### config.mk
export PLATFORM = sky130hd
export DESIGN_NAME = stereo_corner_rotation_match_unit
export DESIGN_NICKNAME = d
export VERILOG_FILES = /design/src/rtl/scrm_pkg.sv /design/src/rtl/scrm_front.sv /design/src/rtl/scrm_cmd_fifo.sv /design/src/rtl/scrm_back.sv /design/src/rtl/stereo_corner_rotation_match_unit.sv
export SDC_FILE = /design/constraint.sdc
export NUM_CORES = 2
export LEC_CHECK = 0
export BUFFER_PORTS_ARGS = -buffer_cell sky130_fd_sc_hd__buf_2
export CELL_PAD_IN_SITES_DETAIL_PLACEMENT = 0
export CELL_PAD_IN_SITES_GLOBAL_PLACEMENT = 1
export CORE_ASPECT_RATIO = 1.25
export CORE_MARGIN = 2
export CORE_UTILIZATION = 54
export DETAILED_ROUTE_END_ITERATION = 7
export HOLD_SLACK_MARGIN = 0.12
export PLACE_DENSITY_LB_ADDON = 0.2
export SLEW_MARGIN = 20
export SYNTH_ARGS = -nofsm -noshare
export SYNTH_HDL_FRONTEND = slang
export SYNTH_SLANG_ARGS = --single-unit
### constraint.sdc
create_clock -name clk -period 5.61 [get_ports clk]
set_input_delay 0.8415 -clock clk [delete_from_list [all_inputs] [get_ports clk]]
set_output_delay 0.8415 -clock clk [all_outputs]
set_load 0.01 [all_outputs]
### src/rtl/scrm_pkg.sv
// Shared constants, item types and command types for the stereo corner rotation match unit.
package scrm_pkg;

	localparam int MAX_CORNERS = 16;
	localparam int IDX_W       = $clog2(MAX_CORNERS);
	localparam int CNT_W       = $clog2(MAX_CORNERS + 1);
	localparam int COORD_W     = 16;
	localparam int SCORE_W     = 20;
	localparam int OFFSET_W    = 4;
	localparam int SUM_RAW_W   = COORD_W + CNT_W;
	localparam int SUM_W       = (SUM_RAW_W > SCORE_W) ? SUM_RAW_W : SCORE_W + 1;
	localparam int OFF_EXT_W   = (IDX_W > OFFSET_W) ? IDX_W : OFFSET_W;
	localparam int CMD_DEPTH   = 2;
	localparam int CFG_IDX_W   = 1;

	localparam logic [COORD_W-1:0]   MAX_GAP_RESET  = 16'd160;
	localparam logic [COORD_W-1:0]   MIN_DISP_RESET = 16'd0;
	localparam logic [CFG_IDX_W-1:0] REG_MAX_GAP    = 1'd0;
	localparam logic [CFG_IDX_W-1:0] REG_MIN_DISP   = 1'd1;

	typedef struct packed {
		logic signed [COORD_W-1:0] left_x;
		logic signed [COORD_W-1:0] left_y;
		logic signed [COORD_W-1:0] right_x;
		logic signed [COORD_W-1:0] right_y;
		logic                      last;
	} in_item_t;

	typedef struct packed {
		logic                found;
		logic [OFFSET_W-1:0] best_offset;
		logic [SCORE_W-1:0]  score;
		logic                overflow;
	} out_item_t;

	typedef struct packed {
		logic [COORD_W-1:0]        max_vertical_gap;
		logic signed [COORD_W-1:0] disp_limit;
	} cfg_t;

	typedef struct packed {
		logic                      store_en;
		logic [IDX_W-1:0]          addr;
		logic signed [COORD_W-1:0] left_x;
		logic signed [COORD_W-1:0] left_y;
		logic signed [COORD_W-1:0] right_x;
		logic signed [COORD_W-1:0] right_y;
		logic                      search;
		logic [CNT_W-1:0]          n;
		logic                      overflow;
	} cmd_t;

endpackage

### src/rtl/scrm_front.sv
// Front end: accepts corner pairs, counts them and turns each into a store or search command.
module scrm_front (
	input  logic             clk,
	input  logic             arst_n,
	input  logic             push,
	input  scrm_pkg::in_item_t item,
	output logic             full,
	input  logic             cmd_full,
	output logic             cmd_push,
	output scrm_pkg::cmd_t   cmd
);
	import scrm_pkg::*;

	logic [CNT_W-1:0] count_q;
	logic             ovf_q;
	logic             room;

	assign full     = cmd_full;
	assign cmd_push = push && !cmd_full;
	assign room     = count_q < CNT_W'(MAX_CORNERS);

	always_comb begin
		cmd.store_en = room;
		cmd.addr     = count_q[IDX_W-1:0];
		cmd.left_x   = item.left_x;
		cmd.left_y   = item.left_y;
		cmd.right_x  = item.right_x;
		cmd.right_y  = item.right_y;
		cmd.search   = item.last;
		cmd.n        = room ? count_q + CNT_W'(1) : count_q;
		cmd.overflow = ovf_q || !room;
	end

	always_ff @(posedge clk or negedge arst_n) begin
		if (!arst_n) begin
			count_q <= '0;
			ovf_q   <= 1'b0;
		end else if (cmd_push) begin
			if (item.last) begin
				count_q <= '0;
				ovf_q   <= 1'b0;
			end else begin
				count_q <= cmd.n;
				ovf_q   <= cmd.overflow;
			end
		end
	end

endmodule

### src/rtl/scrm_cmd_fifo.sv
// Short command queue between the front end and the search engine.
module scrm_cmd_fifo (
	input  logic           clk,
	input  logic           arst_n,
	input  logic           wr,
	input  scrm_pkg::cmd_t wr_data,
	output logic           full,
	input  logic           rd,
	output scrm_pkg::cmd_t rd_data,
	output logic           empty
);
	import scrm_pkg::*;

	localparam int PTR_W = $clog2(CMD_DEPTH);
	localparam int FILL_W = $clog2(CMD_DEPTH + 1);

	cmd_t              mem_q [CMD_DEPTH];
	logic [PTR_W-1:0]  wr_ptr_q;
	logic [PTR_W-1:0]  rd_ptr_q;
	logic [FILL_W-1:0] fill_q;
	logic              do_wr;
	logic              do_rd;

	assign full    = fill_q == FILL_W'(CMD_DEPTH);
	assign empty   = fill_q == '0;
	assign do_wr   = wr && !full;
	assign do_rd   = rd && !empty;
	assign rd_data = mem_q[rd_ptr_q];

	always_ff @(posedge clk) begin
		if (do_wr) begin
			mem_q[wr_ptr_q] <= wr_data;
		end
	end

	always_ff @(posedge clk or negedge arst_n) begin
		if (!arst_n) begin
			wr_ptr_q <= '0;
			rd_ptr_q <= '0;
			fill_q   <= '0;
		end else begin
			if (do_wr) begin
				wr_ptr_q <= (wr_ptr_q == PTR_W'(CMD_DEPTH - 1)) ? '0 : wr_ptr_q + PTR_W'(1);
			end
			if (do_rd) begin
				rd_ptr_q <= (rd_ptr_q == PTR_W'(CMD_DEPTH - 1)) ? '0 : rd_ptr_q + PTR_W'(1);
			end
			if (do_wr && !do_rd) begin
				fill_q <= fill_q + FILL_W'(1);
			end else if (do_rd && !do_wr) begin
				fill_q <= fill_q - FILL_W'(1);
			end
		end
	end

endmodule

### src/rtl/scrm_back.sv
// Back end: corner stores, the offset search pipeline and the result register.
module scrm_back (
	input  logic                clk,
	input  logic                arst_n,
	input  scrm_pkg::cfg_t      cfg,
	input  logic                cmd_empty,
	input  scrm_pkg::cmd_t      cmd,
	output logic                cmd_pop,
	output logic                empty,
	input  logic                pop,
	output scrm_pkg::out_item_t result
);
	import scrm_pkg::*;

	typedef enum logic [2:0] {
		ST_IDLE  = 3'b001,
		ST_RUN   = 3'b010,
		ST_DRAIN = 3'b100
	} state_t;

	state_t state_q;

	logic [2*COORD_W-1:0] lmem [MAX_CORNERS];
	logic [2*COORD_W-1:0] rmem [MAX_CORNERS];

	logic [CNT_W-1:0] n_q;
	logic             ovf_q;
	logic [IDX_W-1:0] i_q;
	logic [IDX_W-1:0] j_q;
	logic [IDX_W-1:0] offs_q;
	logic             last_i;
	logic             last_off;
	logic             issue;

	logic                 v_s1;
	logic                 first_s1;
	logic                 endc_s1;
	logic [IDX_W-1:0]     offs_s1;
	logic [2*COORD_W-1:0] l_rd_s1;
	logic [2*COORD_W-1:0] r_rd_s1;

	logic                      v_s2;
	logic                      first_s2;
	logic                      endc_s2;
	logic [IDX_W-1:0]          offs_s2;
	logic [COORD_W-1:0]        gap_s2;
	logic signed [COORD_W:0]   dx_s2;

	logic                    done_s3;
	logic [IDX_W-1:0]        offs_s3;
	logic [SUM_W-1:0]        sum_q;
	logic [COORD_W-1:0]      gmax_q;
	logic signed [COORD_W:0] dmin_q;

	logic                    found_q;
	logic [SUM_W-1:0]        best_sum_q;
	logic [IDX_W-1:0]        best_offs_q;

	logic                    res_valid_q;
	out_item_t               res_q;
	logic                    res_load;

	logic signed [COORD_W:0] dy;
	logic signed [COORD_W:0] dx;
	logic [COORD_W-1:0]      gap;
	logic                    accept;
	logic [OFF_EXT_W-1:0]    off_ext;

	assign cmd_pop  = (state_q == ST_IDLE) && !cmd_empty;
	assign last_i   = CNT_W'(i_q) == n_q - CNT_W'(1);
	assign last_off = CNT_W'(offs_q) == n_q - CNT_W'(1);
	assign issue    = state_q == ST_RUN;
	assign res_load = (state_q == ST_DRAIN) && !v_s1 && !v_s2 && !done_s3 &&
		(!res_valid_q || pop);
	assign empty    = !res_valid_q;
	assign result   = res_q;

	always_ff @(posedge clk) begin
		if (cmd_pop && cmd.store_en) begin
			lmem[cmd.addr] <= {cmd.left_y, cmd.left_x};
			rmem[cmd.addr] <= {cmd.right_y, cmd.right_x};
		end
		l_rd_s1 <= lmem[i_q];
		r_rd_s1 <= rmem[j_q];
	end

	always_ff @(posedge clk or negedge arst_n) begin
		if (!arst_n) begin
			state_q <= ST_IDLE;
			n_q     <= '0;
			ovf_q   <= 1'b0;
			i_q     <= '0;
			j_q     <= '0;
			offs_q  <= '0;
		end else begin
			case (state_q)
				ST_IDLE: begin
					if (cmd_pop && cmd.search) begin
						n_q     <= cmd.n;
						ovf_q   <= cmd.overflow;
						i_q     <= '0;
						j_q     <= '0;
						offs_q  <= '0;
						state_q <= ST_RUN;
					end
				end
				ST_RUN: begin
					if (last_i) begin
						i_q    <= '0;
						offs_q <= offs_q + IDX_W'(1);
						j_q    <= offs_q + IDX_W'(1);
						if (last_off) begin
							state_q <= ST_DRAIN;
						end
					end else begin
						i_q <= i_q + IDX_W'(1);
						j_q <= (CNT_W'(j_q) == n_q - CNT_W'(1)) ? '0 : j_q + IDX_W'(1);
					end
				end
				ST_DRAIN: begin
					if (res_load) begin
						state_q <= ST_IDLE;
					end
				end
				default: begin
					state_q <= ST_IDLE;
				end
			endcase
		end
	end

	always_comb begin
		dy  = {l_rd_s1[2*COORD_W-1], l_rd_s1[2*COORD_W-1:COORD_W]} -
			{r_rd_s1[2*COORD_W-1], r_rd_s1[2*COORD_W-1:COORD_W]};
		dx  = {l_rd_s1[COORD_W-1], l_rd_s1[COORD_W-1:0]} -
			{r_rd_s1[COORD_W-1], r_rd_s1[COORD_W-1:0]};
		gap = dy[COORD_W] ? COORD_W'(-dy) : dy[COORD_W-1:0];
	end

	always_ff @(posedge clk or negedge arst_n) begin
		if (!arst_n) begin
			v_s1    <= 1'b0;
			v_s2    <= 1'b0;
			done_s3 <= 1'b0;
		end else begin
			v_s1    <= issue;
			v_s2    <= v_s1;
			done_s3 <= v_s2 && endc_s2;
		end
	end

	always_ff @(posedge clk) begin
		first_s1 <= i_q == '0;
		endc_s1  <= last_i;
		offs_s1  <= offs_q;
		first_s2 <= first_s1;
		endc_s2  <= endc_s1;
		offs_s2  <= offs_s1;
		gap_s2   <= gap;
		dx_s2    <= dx;
		offs_s3  <= offs_s2;
		if (v_s2) begin
			if (first_s2) begin
				sum_q  <= SUM_W'(gap_s2);
				gmax_q <= gap_s2;
				dmin_q <= dx_s2;
			end else begin
				sum_q  <= sum_q + SUM_W'(gap_s2);
				gmax_q <= (gap_s2 > gmax_q) ? gap_s2 : gmax_q;
				dmin_q <= (dx_s2 < dmin_q) ? dx_s2 : dmin_q;
			end
		end
	end

	assign accept = (gmax_q < cfg.max_vertical_gap) &&
		(dmin_q > $signed({cfg.disp_limit[COORD_W-1], cfg.disp_limit}));

	always_ff @(posedge clk or negedge arst_n) begin
		if (!arst_n) begin
			found_q <= 1'b0;
		end else if (cmd_pop && cmd.search) begin
			found_q <= 1'b0;
		end else if (done_s3 && accept && (!found_q || sum_q < best_sum_q)) begin
			found_q <= 1'b1;
		end
	end

	always_ff @(posedge clk) begin
		if (done_s3 && accept && (!found_q || sum_q < best_sum_q)) begin
			best_sum_q  <= sum_q;
			best_offs_q <= offs_s3;
		end
	end

	assign off_ext = OFF_EXT_W'(best_offs_q);

	always_ff @(posedge clk or negedge arst_n) begin
		if (!arst_n) begin
			res_valid_q <= 1'b0;
		end else if (res_load) begin
			res_valid_q <= 1'b1;
		end else if (pop) begin
			res_valid_q <= 1'b0;
		end
	end

	always_ff @(posedge clk) begin
		if (res_load) begin
			res_q.found       <= found_q;
			res_q.best_offset <= found_q ? off_ext[OFFSET_W-1:0] : '0;
			if (!found_q || best_sum_q[SUM_W-1:SCORE_W] != '0) begin
				res_q.score <= '1;
			end else begin
				res_q.score <= best_sum_q[SCORE_W-1:0];
			end
			res_q.overflow <= ovf_q;
		end
	end

`ifndef SYNTHESIS
	a_issue_from_run: assert property (@(posedge clk) disable iff (!arst_n)
		v_s1 |-> $past(state_q == ST_RUN))
		else $error("A corner read was issued outside the search.");
	a_index_in_range: assert property (@(posedge clk) disable iff (!arst_n)
		(state_q == ST_RUN) |-> (CNT_W'(i_q) < n_q && CNT_W'(j_q) < n_q))
		else $error("A corner index ran past the stored corners.");
	a_no_result_overwrite: assert property (@(posedge clk) disable iff (!arst_n)
		res_load |-> (!res_valid_q || pop))
		else $error("A waiting result item was overwritten.");
	a_drain_empties: assert property (@(posedge clk) disable iff (!arst_n)
		res_load |=> (!v_s1 && !v_s2 && !done_s3))
		else $error("The search pipeline was busy after the result was taken.");
`endif

endmodule

### src/rtl/stereo_corner_rotation_match_unit.sv
// Top level of the stereo corner rotation match unit.
//
// Input queue: an item is one left and right corner pair in Q12.4; it is taken
// when push is high and full is low. Pairs are stored in arrival order until
// the item marked last, which starts the search over every cyclic offset.
// Result queue: while empty is low the result item waits on result and is taken
// when pop is high. One result item follows each last-marked item.
// Configuration: cfg_index selects the vertical gap limit (0) or the disparity
// floor (1); a write is taken when cfg_valid and cfg_ready are high; cfg_ready
// is always high.
// Throughput: the search engine takes stored pairs from the command queue only
// while it is idle. A search over n corners issues n*n corner reads, one per
// cycle from the corner memories, then drains the search pipeline and loads the
// result register. The two-entry command queue lets the front take pairs of the
// next polygon while a search runs.
// Reset clears the corner count, the queues and the result, and loads the
// registers with 160 and 0. If pop stays low a finished result holds; the
// engine then stops before its next result and the input queue fills.
module stereo_corner_rotation_match_unit (
	input  logic                                clk,
	input  logic                                arst_n,
	input  logic                                push,
	input  scrm_pkg::in_item_t                  item,
	output logic                                full,
	output logic                                empty,
	input  logic                                pop,
	output scrm_pkg::out_item_t                 result,
	input  logic                                cfg_valid,
	output logic                                cfg_ready,
	input  logic [scrm_pkg::CFG_IDX_W-1:0]      cfg_index,
	input  logic [scrm_pkg::COORD_W-1:0]        cfg_data
);
	import scrm_pkg::*;

	cfg_t cfg_q;
	cmd_t cmd_in;
	cmd_t cmd_out;
	logic cmd_push;
	logic cmd_full;
	logic cmd_empty;
	logic cmd_pop;

	assign cfg_ready = 1'b1;

	always_ff @(posedge clk or negedge arst_n) begin
		if (!arst_n) begin
			cfg_q.max_vertical_gap <= MAX_GAP_RESET;
			cfg_q.disp_limit       <= MIN_DISP_RESET;
		end else if (cfg_valid && cfg_ready) begin
			case (cfg_index)
				REG_MAX_GAP:  cfg_q.max_vertical_gap <= cfg_data;
				REG_MIN_DISP: cfg_q.disp_limit       <= cfg_data;
				default: begin
				end
			endcase
		end
	end

	scrm_front u_front (
		.clk      (clk),
		.arst_n   (arst_n),
		.push     (push),
		.item     (item),
		.full     (full),
		.cmd_full (cmd_full),
		.cmd_push (cmd_push),
		.cmd      (cmd_in)
	);

	scrm_cmd_fifo u_cmd_fifo (
		.clk     (clk),
		.arst_n  (arst_n),
		.wr      (cmd_push),
		.wr_data (cmd_in),
		.full    (cmd_full),
		.rd      (cmd_pop),
		.rd_data (cmd_out),
		.empty   (cmd_empty)
	);

	scrm_back u_back (
		.clk       (clk),
		.arst_n    (arst_n),
		.cfg       (cfg_q),
		.cmd_empty (cmd_empty),
		.cmd       (cmd_out),
		.cmd_pop   (cmd_pop),
		.empty     (empty),
		.pop       (pop),
		.result    (result)
	);

endmodule

==> reports/qor.yml <==
run_status:
  status: "finished, final reports clean"
finish:
  drive_above_1_share: 0.220
  final_common_cell: "edfxtp_1"
  fin_nets: 3609
  multiInputGateArea_mm2: 0.0144
  synthToLayoutAreaGrowth_pct: 12.8
  fillers: 7508
  regArea_mm2: 0.0425
  final_cell_mix: "1,281 x edfxtp_1, 224 x mux4_2, 154 x inv_1"
  finalCoreUtilization: 0.612
worst_setup_path:
  cpPeakStageDelay_ps: 820
  crit_path_end_kind: "flip-flop"
  arrival_ps: 3750
  crit_type: "reg2reg"
  cp_data_required_time_ps: 6000
  path_cells: "nand2b_1 > nor2_1 > o21ai_1 > nor2_1 > nand2_1 > nor2_4 > buf_4"
  start_kind: "flip-flop"
  critPathMaxFanout: 25
  cp_slowest_cell: "nor2_4"
  crit_top_cell: "nor2_1"
floorplan:
  rows: 134
  core_area_mm2: 0.106
  pin_count: 116
  dieHeight_um: 370
  die_w_um: 297
  die_area_mm2: 0.110
  start_util: 0.543
timing:
  relSlewSlack: 0.280
  skew_ps: 26.3
  min_period_over_period: 0.600
  tns_ps: 0
  maxSlewViolCount: 0
  rsz0062_at_grt: "no"
  tightest_slew_ps: 1080
  final_hold_viol_count: 0
  fmax_mhz: 297
  fin_crit_ps: 3370
  setup_viol_count_final: 0
synthesis:
  synth_fp_nets: 3415
  synth_warnings: 0
  synth_area_per_cell_um2: 18.1
  syn_area_mm2: 0.0578
  syn_inst: 3185
  synthDistinctLibCells: 76
  synth_edf_count: 1281
  synthFlopType: "edfxtp_1"
  ys_seq_elements: 1462
  yosysSeqAreaShare: 0.735
  async_flop_share: 0.0465
clocking:
  cts_tree: "built"
  clk_pin_slew_ps: 60
  worstSkewPairLatency_ps: 760
  cts_hold_buf: 0
  cts_resized: 0
  cts.path.max_buffers: 3
  root_buffer: "clkbuf_16"
  h-tree-depth: 4
  cts.sinks: 1462
  post-cts-setup-buffers: 0
  numCtsBuffers: 141
global_routing:
  track_usage: 0.239
  grtUsageMet2: 0.414
  grt_antenna_before_repair: 6
  use_met3: 0.0374
  overflow: 0
  gr-usage-met1: 0.305
  grt_pass1_wl_mm: 191
  top_usage_layer: "met2"
  grt_max_degree: 83
  grt_pass1_vias: 30200
power:
  power_switching_mw: 10.2
  swShare: 0.302
  vdd_drop_max_mv: 0.335
  pwr-share-clk: 0.285
  p_int_mw: 23.6
  p_seq_frac: 0.456
  leakage_nw: 22.2
  power_frac_comb: 0.259
  powerDensity_mw_per_mm2: 519
route:
  drc: 0
  ant_nets: 0
  vias: 29200
  wirelength_mm: 128
  wl_per_cell_um: 25.9
  dr.pass1.iters: 8
  drt_iter0_drc: 2229
  vias_per_cell: 5.93
hold_path:
  hp-class: "in2async"
flow_run:
  drv_cap: 0
placement:
  io_buffers: 114
  dpl.hpwl_mm: 80.8
  routabilityCongestion: 0.832
## Yosys cell counts, types with 15 or more instances
cell type	instances	share of area
xor2_1	35	0.0053
a21oi_1	97	0.0084
mux2_2	118	0.023
clkbuf_1	83	0.0054
inv_1	154	0.010
a21o_1	29	0.0038
mux2i_1	106	0.018
nor3_1	25	0.0022
edfxtp_1	1281	0.67
nor2_1	92	0.0060
o21ai_0	120	0.010
nand3_1	20	0.0017
buf_2	19	0.0016
xnor2_1	40	0.0061
nand2b_1	22	0.0024
a22oi_1	33	0.0043
nand2_1	140	0.0091
a221oi_1	34	0.0052
nor2b_1	19	0.0021
ha_1	140	0.030
dfxtp_1	113	0.039
mux4_2	224	0.087
buf_1	16	0.0010
nand4_1	15	0.0016
dfrtp_1	65	0.028
## metrics by stage
step	cells	total power, mW	cell area, um^2	hold slack [ps]	setup WS [ps]
after floorplan	3185	21.5	57800	310	893
after global placement	4660	24.1	60300	310	2280
final	4928	33.8	65200	195	2240
after CTS	4926	34.1	65200	216	2260
after detailed placement	4664	24.5	60400	312	2260
after global routing	4928	35.4	65200	239	2050
## path summary, 6_finish.rpt
check / slack [ps] / depth (start not counted) / to / startpoint
setup / recovery: 2240 / 7 / u_back.lmem[4][13] / u_back.state_q[0]
hold / removal: 200 / 1 / u_back.offs_q[3] / arst_n
setup reg to reg: 2240 / 7 / u_back.lmem[4][13] / u_back.state_q[0]
hold reg to reg: 320 / 0 / u_back.first_s2 / u_back.first_s1
max in group asynchronous: 4620 / 1 / u_back.i_q[1] / arst_n
min in group clk: 270 / 1 / u_cmd_fifo.mem_q[1][14] / item[8]
## sequential cells by signal (all words and copies together), names as in the netlist, 26 cells and up
register          count
u_back.r_rd_s1       32
cfg_q                32
u_back.lmem         512
u_back.l_rd_s1       32
u_cmd_fifo.mem_q    152
u_back.rmem         512
u_back.result        26
## metal layers
layer,wire length [um],share of wire
met2,66700,0.52
met4,4020,0.032
met5,16,0.00013
met3,6360,0.050
met1,50600,0.40
## cell families (layout without fill, tap and decap cells)
logic type                 after synthesis  count (layout)  share of synthesized area
DFF                                   1462            1462                      0.735
xor gates and xnor gates                78              78                     0.0124
adders and majority gates              143             143                     0.0314
muxes                                  448             448                      0.129
AOI/OAI and AO/OA                      403             403                     0.0442
other                                    1               3                  0.0000649
and+or+nand+nor                        375             375                     0.0302
buffers and inverters                  275             588                     0.0183
## worst max-delay path, delay by kind of cell, from the launching register on
kind                   cells  cell delay, ps
buffers and inverters      1             610
flip-flops                 1             530
AND/OR/NAND/NOR            5            1570
AO/OA/AOI/OAI              1             230
## power groups by stage
stage / combinational (mW) / sequential (mW) / clock [mW]
detailed placement: 8.83 / 15.7 / 0
finish: 8.77 / 15.4 / 9.62
global placement: 8.51 / 15.6 / 0
global route: 9.63 / 15.5 / 10.2
floorplan: 6.42 / 15.0 / 0
CTS: 8.88 / 15.5 / 9.81
## area by class of cell
cell class / count / area share
clock inverter: 79 / 0.0120
clock buffer: 183 / 0.0607
inverter: 156 / 0.00898
sequential: 1462 / 0.651
multi-input combinational: 1448 / 0.221
timing repair buffer: 170 / 0.0182
antenna: 2 / 0.0000768
tap: 1428 / 0.0274
No activity file was read; power rests on OpenSTA's default activity.
